<file path="src/rtl/letter_substitution_cipher_assert.svh">
// ----------------------------------------------------------------------------
// letter_substitution_cipher_assert.svh
// Assertion macros shared by the cipher RTL; each expects clk and rst_n
// ----------------------------------------------------------------------------
`ifndef LETTER_SUBSTITUTION_CIPHER_ASSERT_SVH
`define LETTER_SUBSTITUTION_CIPHER_ASSERT_SVH

// condition holds at every clock edge out of reset
`define LSC_ASSERT_ALWAYS(lbl, cond, msg) \
    lbl: assert property (@(posedge clk) disable iff (!rst_n) (cond)) \
        else $error(msg);

// consequent holds in the cycle after the antecedent
`define LSC_ASSERT_NEXT(lbl, ante, cons, msg) \
    lbl: assert property (@(posedge clk) disable iff (!rst_n) (ante) |=> (cons)) \
        else $error(msg);

`endif

</file>
<file path="src/rtl/lsc_pkg.sv">
// ----------------------------------------------------------------------------
// lsc_pkg
// Shared constants, types and mod-26 helpers for the substitution cipher
// ----------------------------------------------------------------------------
package lsc_pkg;

    // default key store depth
    localparam int KEY_MAX_DEF = 64;

    // alphabet size and an underestimating reciprocal (39/1024 < 1/26)
    localparam logic [5:0]  ALPHA    = 6'd26;
    localparam logic [15:0] RECIP26  = 16'd39;

    // letter bounds
    localparam logic [7:0] CHAR_UPPER_A = 8'h41;
    localparam logic [7:0] CHAR_UPPER_Z = 8'h5A;
    localparam logic [7:0] CHAR_LOWER_A = 8'h61;
    localparam logic [7:0] CHAR_LOWER_Z = 8'h7A;

    // cipher mode codes
    localparam logic [2:0] MODE_ATBASH   = 3'd0;
    localparam logic [2:0] MODE_CAESAR   = 3'd1;
    localparam logic [2:0] MODE_AFFINE   = 3'd2;
    localparam logic [2:0] MODE_VIGENERE = 3'd3;
    localparam logic [2:0] MODE_BEAUFORT = 3'd4;
    localparam logic [2:0] MODE_AUTOKEY  = 3'd5;

    // request codes
    localparam logic [1:0] REQ_ENCIPHER  = 2'd0;
    localparam logic [1:0] REQ_KEY_WRITE = 2'd1;
    localparam logic [1:0] REQ_RESTART   = 2'd2;

    // register indexes
    localparam logic [2:0] REG_CIPHER_MODE  = 3'd0;
    localparam logic [2:0] REG_CAESAR_SHIFT = 3'd1;
    localparam logic [2:0] REG_AFFINE_MUL   = 3'd2;
    localparam logic [2:0] REG_AFFINE_ADD   = 3'd3;
    localparam logic [2:0] REG_KEY_LENGTH   = 3'd4;

    // register reset values
    localparam logic [2:0] RST_CIPHER_MODE  = MODE_ATBASH;
    localparam logic [4:0] RST_CAESAR_SHIFT = 5'd3;
    localparam logic [4:0] RST_AFFINE_MUL   = 5'd1;
    localparam logic [4:0] RST_AFFINE_ADD   = 5'd0;
    localparam logic [6:0] RST_KEY_LENGTH   = 7'd1;

    // configuration register contents
    typedef struct packed {
        logic [2:0] cipher_mode;
        logic [4:0] caesar_shift;
        logic [4:0] affine_mul;
        logic [4:0] affine_add;
        logic [6:0] key_length;
    } cfg_t;

    // request seen by the key control at acceptance
    typedef struct packed {
        logic       accept;
        logic [1:0] req_type;
        logic       letter;
        logic [4:0] x;
        logic [5:0] key_slot;
        logic [4:0] key_shift;
    } key_req_t;

    // first pipeline stage contents
    typedef struct packed {
        logic [7:0] ch;
        logic       letter;
        logic       lower;
        logic [4:0] x;
        logic [9:0] aff_sum;
    } s1_t;

    // reduce a value below 52 to 0..25
    function automatic logic [4:0] mod26_small(input logic [5:0] v);
        logic [5:0] r;
        r = (v >= ALPHA) ? (v - ALPHA) : v;
        return r[4:0];
    endfunction

    // reduce a value below 1024 to 0..25: estimated quotient, then one correction
    function automatic logic [4:0] mod26_wide(input logic [9:0] v);
        logic [15:0] prod;
        logic [5:0]  q;
        logic [9:0]  r;
        prod = 16'(v) * RECIP26;
        q    = prod[15:10];
        r    = v - 10'(q) * 10'(ALPHA);
        return mod26_small(r[5:0]);
    endfunction

endpackage

</file>
<file path="src/rtl/lsc_ram.sv">
// ----------------------------------------------------------------------------
// lsc_ram
// Simple dual-port RAM, one write and one registered read port, read-first
// ----------------------------------------------------------------------------
module lsc_ram #(
    parameter int WIDTH = 5,
    parameter int DEPTH = lsc_pkg::KEY_MAX_DEF
) (
    input  logic                                   clk,
    input  logic                                   we,
    input  logic [((DEPTH > 1) ? $clog2(DEPTH) : 1)-1:0] waddr,
    input  logic [WIDTH-1:0]                       wdata,
    input  logic                                   re,
    input  logic [((DEPTH > 1) ? $clog2(DEPTH) : 1)-1:0] raddr,
    output logic [WIDTH-1:0]                       rdata
);

    logic [WIDTH-1:0] mem [DEPTH];
    logic [WIDTH-1:0] rdata_reg;

    // write port
    always_ff @(posedge clk)
    begin
        if (we)
        begin
            mem[waddr] <= wdata;
        end
    end

    // registered read, returns old data on a same-address write
    always_ff @(posedge clk)
    begin
        if (re)
        begin
            rdata_reg <= mem[raddr];
        end
    end

    assign rdata = rdata_reg;

endmodule

</file>
<file path="src/rtl/lsc_cfg.sv">
// ----------------------------------------------------------------------------
// lsc_cfg
// APB register file holding the cipher configuration
// ----------------------------------------------------------------------------
module lsc_cfg (
    input  logic                clk,
    input  logic                rst_n,
    input  logic                psel,
    input  logic                penable,
    input  logic                pwrite,
    input  logic [4:0]          paddr,
    input  logic [31:0]         pwdata,
    output logic [31:0]         prdata,
    output logic                pready,
    output lsc_pkg::cfg_t       cfg
);

    lsc_pkg::cfg_t cfg_reg;
    lsc_pkg::cfg_t cfg_next;
    logic          wr_en;
    logic [2:0]    reg_idx;

    assign pready  = 1'b1;
    assign wr_en   = psel && penable && pwrite && pready;
    assign reg_idx = paddr[4:2];

    // register write decode
    always_comb
    begin
        cfg_next = cfg_reg;
        if (wr_en)
        begin
            unique case (reg_idx)
                lsc_pkg::REG_CIPHER_MODE:  cfg_next.cipher_mode  = pwdata[2:0];
                lsc_pkg::REG_CAESAR_SHIFT: cfg_next.caesar_shift = pwdata[4:0];
                lsc_pkg::REG_AFFINE_MUL:   cfg_next.affine_mul   = pwdata[4:0];
                lsc_pkg::REG_AFFINE_ADD:   cfg_next.affine_add   = pwdata[4:0];
                lsc_pkg::REG_KEY_LENGTH:   cfg_next.key_length   = pwdata[6:0];
                default:                   cfg_next = cfg_reg;
            endcase
        end
    end

    // configuration registers
    always_ff @(posedge clk or negedge rst_n)
    begin
        if (!rst_n)
        begin
            cfg_reg.cipher_mode  <= lsc_pkg::RST_CIPHER_MODE;
            cfg_reg.caesar_shift <= lsc_pkg::RST_CAESAR_SHIFT;
            cfg_reg.affine_mul   <= lsc_pkg::RST_AFFINE_MUL;
            cfg_reg.affine_add   <= lsc_pkg::RST_AFFINE_ADD;
            cfg_reg.key_length   <= lsc_pkg::RST_KEY_LENGTH;
        end
        else
        begin
            cfg_reg <= cfg_next;
        end
    end

    // read mux
    always_comb
    begin
        unique case (reg_idx)
            lsc_pkg::REG_CIPHER_MODE:  prdata = 32'(cfg_reg.cipher_mode);
            lsc_pkg::REG_CAESAR_SHIFT: prdata = 32'(cfg_reg.caesar_shift);
            lsc_pkg::REG_AFFINE_MUL:   prdata = 32'(cfg_reg.affine_mul);
            lsc_pkg::REG_AFFINE_ADD:   prdata = 32'(cfg_reg.affine_add);
            lsc_pkg::REG_KEY_LENGTH:   prdata = 32'(cfg_reg.key_length);
            default:                   prdata = 32'd0;
        endcase
    end

    assign cfg = cfg_reg;

endmodule

</file>
<file path="src/rtl/lsc_keyctl.sv">
// ----------------------------------------------------------------------------
// lsc_keyctl
// Key position counter and key store; issues the key read for each letter
// ----------------------------------------------------------------------------
`include "letter_substitution_cipher_assert.svh"

module lsc_keyctl #(
    parameter int KEY_MAX = lsc_pkg::KEY_MAX_DEF
) (
    input  logic                clk,
    input  logic                rst_n,
    input  lsc_pkg::cfg_t       cfg,
    input  lsc_pkg::key_req_t   req,
    output logic [4:0]          key
);

    localparam int KW = (KEY_MAX > 1) ? $clog2(KEY_MAX) : 1;
    localparam int LW = $clog2(KEY_MAX + 1);
    localparam int CW = (LW > 7) ? LW : 7;
    localparam int SW = (LW > 6) ? LW : 6;

    logic [KW-1:0] key_position_reg;
    logic [KW-1:0] key_position_next;
    logic [LW-1:0] len_eff;
    logic [KW-1:0] pos_use;
    logic [LW-1:0] pos_inc;
    logic [KW-1:0] pos_wrap;
    logic          keyed;
    logic          use_key;
    logic          autokey;
    logic          slot_ok;
    logic          key_wr;
    logic          ram_we;
    logic [KW-1:0] ram_waddr;
    logic [4:0]    ram_wdata;

    // effective key length, clamped to 1..KEY_MAX
    always_comb
    begin
        priority if (cfg.key_length == 7'd0)
        begin
            len_eff = LW'(1);
        end
        else if (CW'(cfg.key_length) > CW'(KEY_MAX))
        begin
            len_eff = LW'(KEY_MAX);
        end
        else
        begin
            len_eff = LW'(cfg.key_length);
        end
    end

    // position used by this letter and the one after it
    assign pos_use  = (LW'(key_position_reg) >= len_eff) ? '0 : key_position_reg;
    assign pos_inc  = LW'(pos_use) + LW'(1);
    assign pos_wrap = (pos_inc >= len_eff) ? '0 : KW'(pos_inc);

    assign keyed   = (cfg.cipher_mode == lsc_pkg::MODE_VIGENERE) ||
                     (cfg.cipher_mode == lsc_pkg::MODE_BEAUFORT) ||
                     (cfg.cipher_mode == lsc_pkg::MODE_AUTOKEY);
    assign autokey = (cfg.cipher_mode == lsc_pkg::MODE_AUTOKEY);
    assign use_key = req.accept && (req.req_type == lsc_pkg::REQ_ENCIPHER) &&
                     req.letter && keyed;
    assign slot_ok = SW'(req.key_slot) < SW'(KEY_MAX);
    assign key_wr  = req.accept && (req.req_type == lsc_pkg::REQ_KEY_WRITE) && slot_ok;

    // autokey overwrites the slot just read with the plaintext letter
    assign ram_we    = key_wr || (use_key && autokey);
    assign ram_waddr = use_key ? pos_use : KW'(req.key_slot);
    assign ram_wdata = use_key ? req.x : lsc_pkg::mod26_small(6'(req.key_shift));

    // position update
    always_comb
    begin
        priority if (req.accept && (req.req_type == lsc_pkg::REQ_RESTART))
        begin
            key_position_next = '0;
        end
        else if (use_key)
        begin
            key_position_next = pos_wrap;
        end
        else
        begin
            key_position_next = key_position_reg;
        end
    end

    always_ff @(posedge clk or negedge rst_n)
    begin
        if (!rst_n)
        begin
            key_position_reg <= '0;
        end
        else
        begin
            key_position_reg <= key_position_next;
        end
    end

    // key store
    lsc_ram #(
        .WIDTH (5),
        .DEPTH (KEY_MAX)
    ) u_key_ram (
        .clk   (clk),
        .we    (ram_we),
        .waddr (ram_waddr),
        .wdata (ram_wdata),
        .re    (use_key),
        .raddr (pos_use),
        .rdata (key)
    );

    `LSC_ASSERT_ALWAYS(a_pos_in_store, LW'(key_position_reg) < LW'(KEY_MAX), "key position beyond store")
    `LSC_ASSERT_NEXT(a_restart_clears, req.accept && (req.req_type == lsc_pkg::REQ_RESTART), key_position_reg == '0, "restart did not rewind key")
    `LSC_ASSERT_NEXT(a_pos_idle_hold, !req.accept, $stable(key_position_reg), "key position moved without an item")

endmodule

</file>
<file path="src/rtl/lsc_calc.sv">
// ----------------------------------------------------------------------------
// lsc_calc
// Letter substitution for one character: mod-26 arithmetic per cipher mode
// ----------------------------------------------------------------------------
module lsc_calc (
    input  lsc_pkg::cfg_t   cfg,
    input  lsc_pkg::s1_t    s1,
    input  logic [4:0]      key,
    output logic [7:0]      char_out
);

    logic [4:0] k;
    logic [4:0] shift;
    logic [4:0] y;
    logic [7:0] base;

    assign k     = lsc_pkg::mod26_small(6'(key));
    assign shift = lsc_pkg::mod26_small(6'(cfg.caesar_shift));

    // per-mode letter mapping
    always_comb
    begin
        unique case (cfg.cipher_mode)
            lsc_pkg::MODE_ATBASH:
                y = 5'(lsc_pkg::ALPHA - 6'd1 - 6'(s1.x));
            lsc_pkg::MODE_CAESAR:
                y = lsc_pkg::mod26_small(6'(s1.x) + 6'(shift));
            lsc_pkg::MODE_AFFINE:
                y = lsc_pkg::mod26_wide(s1.aff_sum);
            lsc_pkg::MODE_VIGENERE, lsc_pkg::MODE_AUTOKEY:
                y = lsc_pkg::mod26_small(6'(s1.x) + 6'(k));
            lsc_pkg::MODE_BEAUFORT:
                y = lsc_pkg::mod26_small(6'(k) + lsc_pkg::ALPHA - 6'(s1.x));
            default:
                y = s1.x;
        endcase
    end

    // restore case, pass non-letters
    assign base     = s1.lower ? lsc_pkg::CHAR_LOWER_A : lsc_pkg::CHAR_UPPER_A;
    assign char_out = s1.letter ? (base + 8'(y)) : s1.ch;

endmodule

</file>
<file path="src/rtl/letter_substitution_cipher.sv">
// ----------------------------------------------------------------------------
// letter_substitution_cipher
// Classical substitution cipher on an ASCII byte stream, one character per item
// ----------------------------------------------------------------------------
// Usage:
//   s_axis carries requests: tuser selects encipher, key write or restart,
//   tdata carries the character, key slot and key shift. m_axis carries one
//   enciphered character for every encipher item; key writes and restarts
//   produce nothing. Configuration registers sit on the APB port and must be
//   written only while the stream is idle; the block itself does not enforce it.
//   An item passes through the input stage, loaded when the item is accepted, and
//   then the output register, which loads from it once the output can advance.
//   Throughput: one item per cycle unless m_axis stalls; the key store reads a letter's
//   slot and writes the autokey letter back at the same edge (old data is read), and
//   a write from one item is seen by the read of the next, so no bubbles are needed.
//   Reset clears the pipeline and the key position and sets the registers to their
//   reset values; the key store contents are undefined until loaded by key writes.
//   When m_axis_tready is low a full output register holds, the input stage
//   still fills, and s_axis_tready drops once both are full.
// ----------------------------------------------------------------------------
`include "letter_substitution_cipher_assert.svh"

module letter_substitution_cipher #(
    parameter int KEY_MAX = lsc_pkg::KEY_MAX_DEF
) (
    input  logic        clk,
    input  logic        rst_n,
    // configuration
    input  logic        psel,
    input  logic        penable,
    input  logic        pwrite,
    input  logic [4:0]  paddr,
    input  logic [31:0] pwdata,
    output logic [31:0] prdata,
    output logic        pready,
    // requests
    input  logic        s_axis_tvalid,
    output logic        s_axis_tready,
    input  logic [23:0] s_axis_tdata,   // char_in[7:0], key_slot[13:8], key_shift[18:14]
    input  logic [1:0]  s_axis_tuser,   // req_type[1:0]
    // results
    output logic        m_axis_tvalid,
    input  logic        m_axis_tready,
    output logic [7:0]  m_axis_tdata    // char_out[7:0]
);

    lsc_pkg::cfg_t     cfg;
    lsc_pkg::key_req_t key_req;
    lsc_pkg::s1_t      s1_reg;
    lsc_pkg::s1_t      s1_next;

    logic       s1_valid_reg;
    logic       s1_valid_next;
    logic       out_valid_reg;
    logic       out_valid_next;
    logic [7:0] out_data_reg;
    logic [7:0] calc_char;
    logic [4:0] key;
    logic       s1_adv;
    logic       accept;
    logic       enc_accept;
    logic       s1_stall;
    logic       s1_move;

    logic [1:0] req_type;
    logic [7:0] char_in;
    logic [5:0] key_slot;
    logic [4:0] key_shift;
    logic       is_upper;
    logic       is_lower;
    logic [4:0] aff_mul;
    logic [4:0] aff_add;

    assign req_type  = s_axis_tuser;
    assign char_in   = s_axis_tdata[7:0];
    assign key_slot  = s_axis_tdata[13:8];
    assign key_shift = s_axis_tdata[18:14];

    // handshake
    assign s1_adv        = !out_valid_reg || m_axis_tready;
    assign s_axis_tready = !s1_valid_reg || s1_adv;
    assign accept        = s_axis_tvalid && s_axis_tready;

    // stage movement terms
    assign enc_accept = accept && (req_type == lsc_pkg::REQ_ENCIPHER);
    assign s1_stall   = s1_valid_reg && !s1_adv;
    assign s1_move    = s1_valid_reg && s1_adv;

    // configuration registers
    lsc_cfg u_cfg (
        .clk     (clk),
        .rst_n   (rst_n),
        .psel    (psel),
        .penable (penable),
        .pwrite  (pwrite),
        .paddr   (paddr),
        .pwdata  (pwdata),
        .prdata  (prdata),
        .pready  (pready),
        .cfg     (cfg)
    );

    // letter classification and affine product at the input
    assign is_upper = (char_in >= lsc_pkg::CHAR_UPPER_A) && (char_in <= lsc_pkg::CHAR_UPPER_Z);
    assign is_lower = (char_in >= lsc_pkg::CHAR_LOWER_A) && (char_in <= lsc_pkg::CHAR_LOWER_Z);
    assign aff_mul  = lsc_pkg::mod26_small(6'(cfg.affine_mul));
    assign aff_add  = lsc_pkg::mod26_small(6'(cfg.affine_add));

    always_comb
    begin
        s1_next.ch      = char_in;
        s1_next.letter  = is_upper || is_lower;
        s1_next.lower   = is_lower;
        s1_next.x       = 5'(char_in - (is_lower ? lsc_pkg::CHAR_LOWER_A
                                                 : lsc_pkg::CHAR_UPPER_A));
        s1_next.aff_sum = 10'(aff_mul) * 10'(s1_next.x) + 10'(aff_add);
    end

    // key position and key store
    always_comb
    begin
        key_req.accept    = accept;
        key_req.req_type  = req_type;
        key_req.letter    = s1_next.letter;
        key_req.x         = s1_next.x;
        key_req.key_slot  = key_slot;
        key_req.key_shift = key_shift;
    end

    lsc_keyctl #(
        .KEY_MAX (KEY_MAX)
    ) u_keyctl (
        .clk   (clk),
        .rst_n (rst_n),
        .cfg   (cfg),
        .req   (key_req),
        .key   (key)
    );

    // substitution on the stage-one item
    lsc_calc u_calc (
        .cfg      (cfg),
        .s1       (s1_reg),
        .key      (key),
        .char_out (calc_char)
    );

    // pipeline valid flags
    always_comb
    begin
        priority if (accept)
        begin
            s1_valid_next = (req_type == lsc_pkg::REQ_ENCIPHER);
        end
        else if (s1_adv)
        begin
            s1_valid_next = 1'b0;
        end
        else
        begin
            s1_valid_next = s1_valid_reg;
        end
        out_valid_next = s1_adv ? s1_valid_reg : out_valid_reg;
    end

    always_ff @(posedge clk or negedge rst_n)
    begin
        if (!rst_n)
        begin
            s1_valid_reg  <= 1'b0;
            out_valid_reg <= 1'b0;
        end
        else
        begin
            s1_valid_reg  <= s1_valid_next;
            out_valid_reg <= out_valid_next;
        end
    end

    // payload registers
    always_ff @(posedge clk)
    begin
        if (accept)
        begin
            s1_reg <= s1_next;
        end
        if (s1_move)
        begin
            out_data_reg <= calc_char;
        end
    end

    assign m_axis_tvalid = out_valid_reg;
    assign m_axis_tdata  = out_data_reg;

    `LSC_ASSERT_NEXT(a_enc_enters_s1, enc_accept, s1_valid_reg, "encipher item lost at input")
    `LSC_ASSERT_NEXT(a_s1_holds_on_stall, s1_stall, s1_valid_reg, "stalled item dropped")
    `LSC_ASSERT_NEXT(a_s1_moves_to_out, s1_move, out_valid_reg, "item did not reach output")

endmodule
</file>
<file path="config.mk">
export PLATFORM = sky130hd
export DESIGN_NAME = letter_substitution_cipher
export DESIGN_NICKNAME = d
export VERILOG_FILES = /design/src/rtl/lsc_pkg.sv /design/src/rtl/lsc_ram.sv /design/src/rtl/lsc_cfg.sv /design/src/rtl/lsc_keyctl.sv /design/src/rtl/lsc_calc.sv /design/src/rtl/letter_substitution_cipher.sv
export VERILOG_INCLUDE_DIRS = /design/src /design/src/rtl
export SDC_FILE = /design/constraint.sdc
export NUM_CORES = 1
export LEC_CHECK = 0
export ABC_AREA = 1
export BUFFER_PORTS_ARGS = -buffer_cell sky130_fd_sc_hd__buf_2
export CORE_MARGIN = 2
export CORE_UTILIZATION = 53
export CTS_CLUSTER_DIAMETER = 80
export DETAILED_ROUTE_END_ITERATION = 10
export PLACE_DENSITY = 0.71
export SLEW_MARGIN = 20
export SYNTH_ARGS = -nofsm -noshare
export SYNTH_HDL_FRONTEND = slang
export SYNTH_SLANG_ARGS = --single-unit
</file>
<file path="constraint.sdc">
create_clock -name clk -period 8.1 [get_ports clk]
set_input_delay 1.62 -clock clk [delete_from_list [all_inputs] [get_ports clk]]
set_output_delay 1.62 -clock clk [all_outputs]
set_load 0.01 [all_outputs]
</file>
==> flow_metrics.tcl <==
set metrics [dict create \
    outcome "finished, final reports clean" \
    synth_top_area_share_pct 52.2 \
    path_clk_slew_ns 0.06 \
    root_buffer "clkbuf_16" \
    die_area_sq_um 40400 \
    die_w_microns 201 \
    die-height_microns 201 \
    setup_violations 0 \
    cts_buffer_depth 3 \
    drive_gt1_share_pct 9.34 \
    grt_pass1_vias 14300 \
    cts.htree.levels 2 \
    diodes 0 \
    endpoint_kind "flop" \
    grt_pass1_wl_microns 74400 \
    grtUsageTotal_pct 23.1 \
    reg2reg_slack_ns 1.82 \
    startpoint_type "flop" \
    crit_top_cell "inv_1" \
    gp_congestion 0.917 \
    ys_types 59 \
    coreArea_sq_um 38500 \
    rsz0062_at_grt "false" \
    power_mw 8.18 \
    cts_tree "done" \
    synth_edf_count 358 \
    reg2reg_to "m_axis_tdata[2]" \
    hp-class "flop to flop" \
    skew_ns 0.0163 \
    slew_viol_final 0 \
    hold_violations 0 \
    post_cts_buffers 0 \
    critPathMaxFanout 5 \
    ys_top_cells_by_area "edfxtp_1 (52%), nor2_1 (7.6%), ha_1 (5.8%)" \
    holdPathEnd "m_axis_tvalid" \
    num_rows 72 \
    routed_wl_microns 46600 \
    nets 2215 \
    ctsHoldBuffers 0 \
    hold_depth 2 \
    vias 14400 \
    seq_area_frac_synth_pct 56.3 \
    ys.flop_type "edfxtp_1" \
    firstDrtPassIters 5 \
    antenna_found_initial 0 \
    fillers 3234 \
    rr_worst_depth 38 \
    clk_latency_ns 0.55 \
    overflow 0 \
    criticalPathCategory "flop to flop" \
    wl_per_cell_microns 18.2 \
    crit_path_top_delay_cell "fa_1" \
    syn_avg_cell_area_sq_um 10.4 \
    viasPerCell 5.63 \
    tightestPinTransition_ns 1.05 \
    dp_hpwl_microns 30700 \
    maxSlewHeadroom_pct 30.2 \
    layout-area-overhead-vs-synth_pct 9.40 \
    ir_worst_vdd_uv 828 \
    synth_seq_cells 391 \
    clock-sinks 391 \
    power_leakage_nw 8.72 \
    cts_resized 0 \
    cap_violations 0 \
    start_util_pct 53.5 \
    cts_made_buffers 39 \
    synthArstFlopShare_pct 8.44 \
    worstReg2RegStart "s1_reg[7]" \
    grt_max_degree 103 \
    crit_required_ns 8.40 \
    cp_data_arrival_time_ns 6.58 \
    tns_ns 0 \
    synth.most_common_cell "nor2_1" \
    finalCoreUtilization_pct 58.5 \
    multi_input_area_sq_um 7830 \
    boundaryPins 113 \
    slowest_delay_ns 0.53 \
    synth_common_cells "nor2_1 (414), edfxtp_1 (358), inv_1 (211)" \
    ant_nets 0 \
    min_period_over_period_pct 77.5 \
    drt-initial-drc-count 1231 \
    largest_reg_flops 320 \
    powerDensity_nw_per_um2 363 \
    yosysWarnings 0 \
    hp-start "s1_valid_reg" \
    max_clock_freq_mhz 159 \
    syn_area_sq_um 20600 \
    fin_crit_ns 6.28 \
    route.detailed.drc 0 \
    yosysTopAreaCell "edfxtp_1" \
    syn-instance-count 1981 \
    port_buffers 54 \
    regArea_sq_um 11600 \
]
## worst max path at each step
stage,start,end,slack (ns),depth (start not counted)
floorplan,m_axis_tready,u_keyctl.u_key_ram.mem[0][0],1.78,9
global placement,s1_reg[5],m_axis_tdata[2],1.95,38
detailed placement,s1_reg[7],m_axis_tdata[2],1.85,38
CTS,s1_reg[7],m_axis_tdata[2],1.82,38
global route,s1_reg[7],m_axis_tdata[2],1.31,38
finish,s1_reg[7],m_axis_tdata[2],1.82,38
## where the power goes
| group | switching [mW] | internal (mW) |
|---|---|---|
| registers | 0.0590 | 2.29 |
| logic | 2.59 | 1.46 |
| clock network | 0.757 | 1.03 |
## cells by family after synthesis
kind of cell / Yosys count / synth area share (%)
buffers and inverters: 316 / 6.51
xor gates and xnor gates: 31 / 1.32
adders and majority gates: 127 / 8.89
and+or+nand+nor: 768 / 15.8
other: 2 / 0.0365
DFF: 391 / 56.3
AOI/OAI and AO/OA: 346 / 11.2
## layer usage
| layer | share of wire (%) | wire [microns] | GRT usage [%] | vias up |
|---|---|---|---|---|
| met3 | 6.9 | 3210 | 3.25 | 101 |
| met5 | 0 | 0 | 0 | - |
| met2 | 49 | 22800 | 39.8 | 521 |
| met1 | 41 | 19100 | 30.1 | 6900 |
| li1 | - | - | - | 6907 |
| met4 | 3.3 | 1560 | 8.31 | 0 |
## final cells by class
class	count	share of cell area, %
clock buffers	48	4.49
clock inverters	21	1.06
inverters	220	3.69
multi-input cells	1298	34.8
flip-flops and latches	391	51.4
well taps	518	2.88
repair buffers	68	1.67
## critical path: cells and delay by family, from the launching register on
kind / cells / cell delay [ns]
simple gates: 18 / 1.99
flops: 1 / 0.40
buf+inv: 9 / 0.52
xor+xnor: 1 / 0.18
compound gates: 2 / 0.24
fa+ha+maj: 8 / 2.69
## through the flow
step | cell area, sq um | hold slack [ns] | worst slack (ns) | instances
global route | 22500 | 0.529 | 1.31 | 2564
detailed placement | 21300 | 0.479 | 1.85 | 2495
floorplan | 20700 | 0.447 | 1.78 | 2005
global placement | 21300 | 0.463 | 1.95 | 2495
finish | 22500 | 0.494 | 1.82 | 2564
CTS | 22500 | 0.496 | 1.82 | 2564
## cells in the final DEF (no fill, tap or decap), types with 39 or more instances in the layout
master	instances
buf_2	54
o21ai_0	116
nand3_1	75
ha_1	95
nand2_1	208
o32ai_1	40
nor2_1	413
edfxtp_1	358
o211ai_1	49
a21oi_1	40
clkbuf_16	39
inv_1	211
No activity file was read; power rests on OpenSTA's default activity.
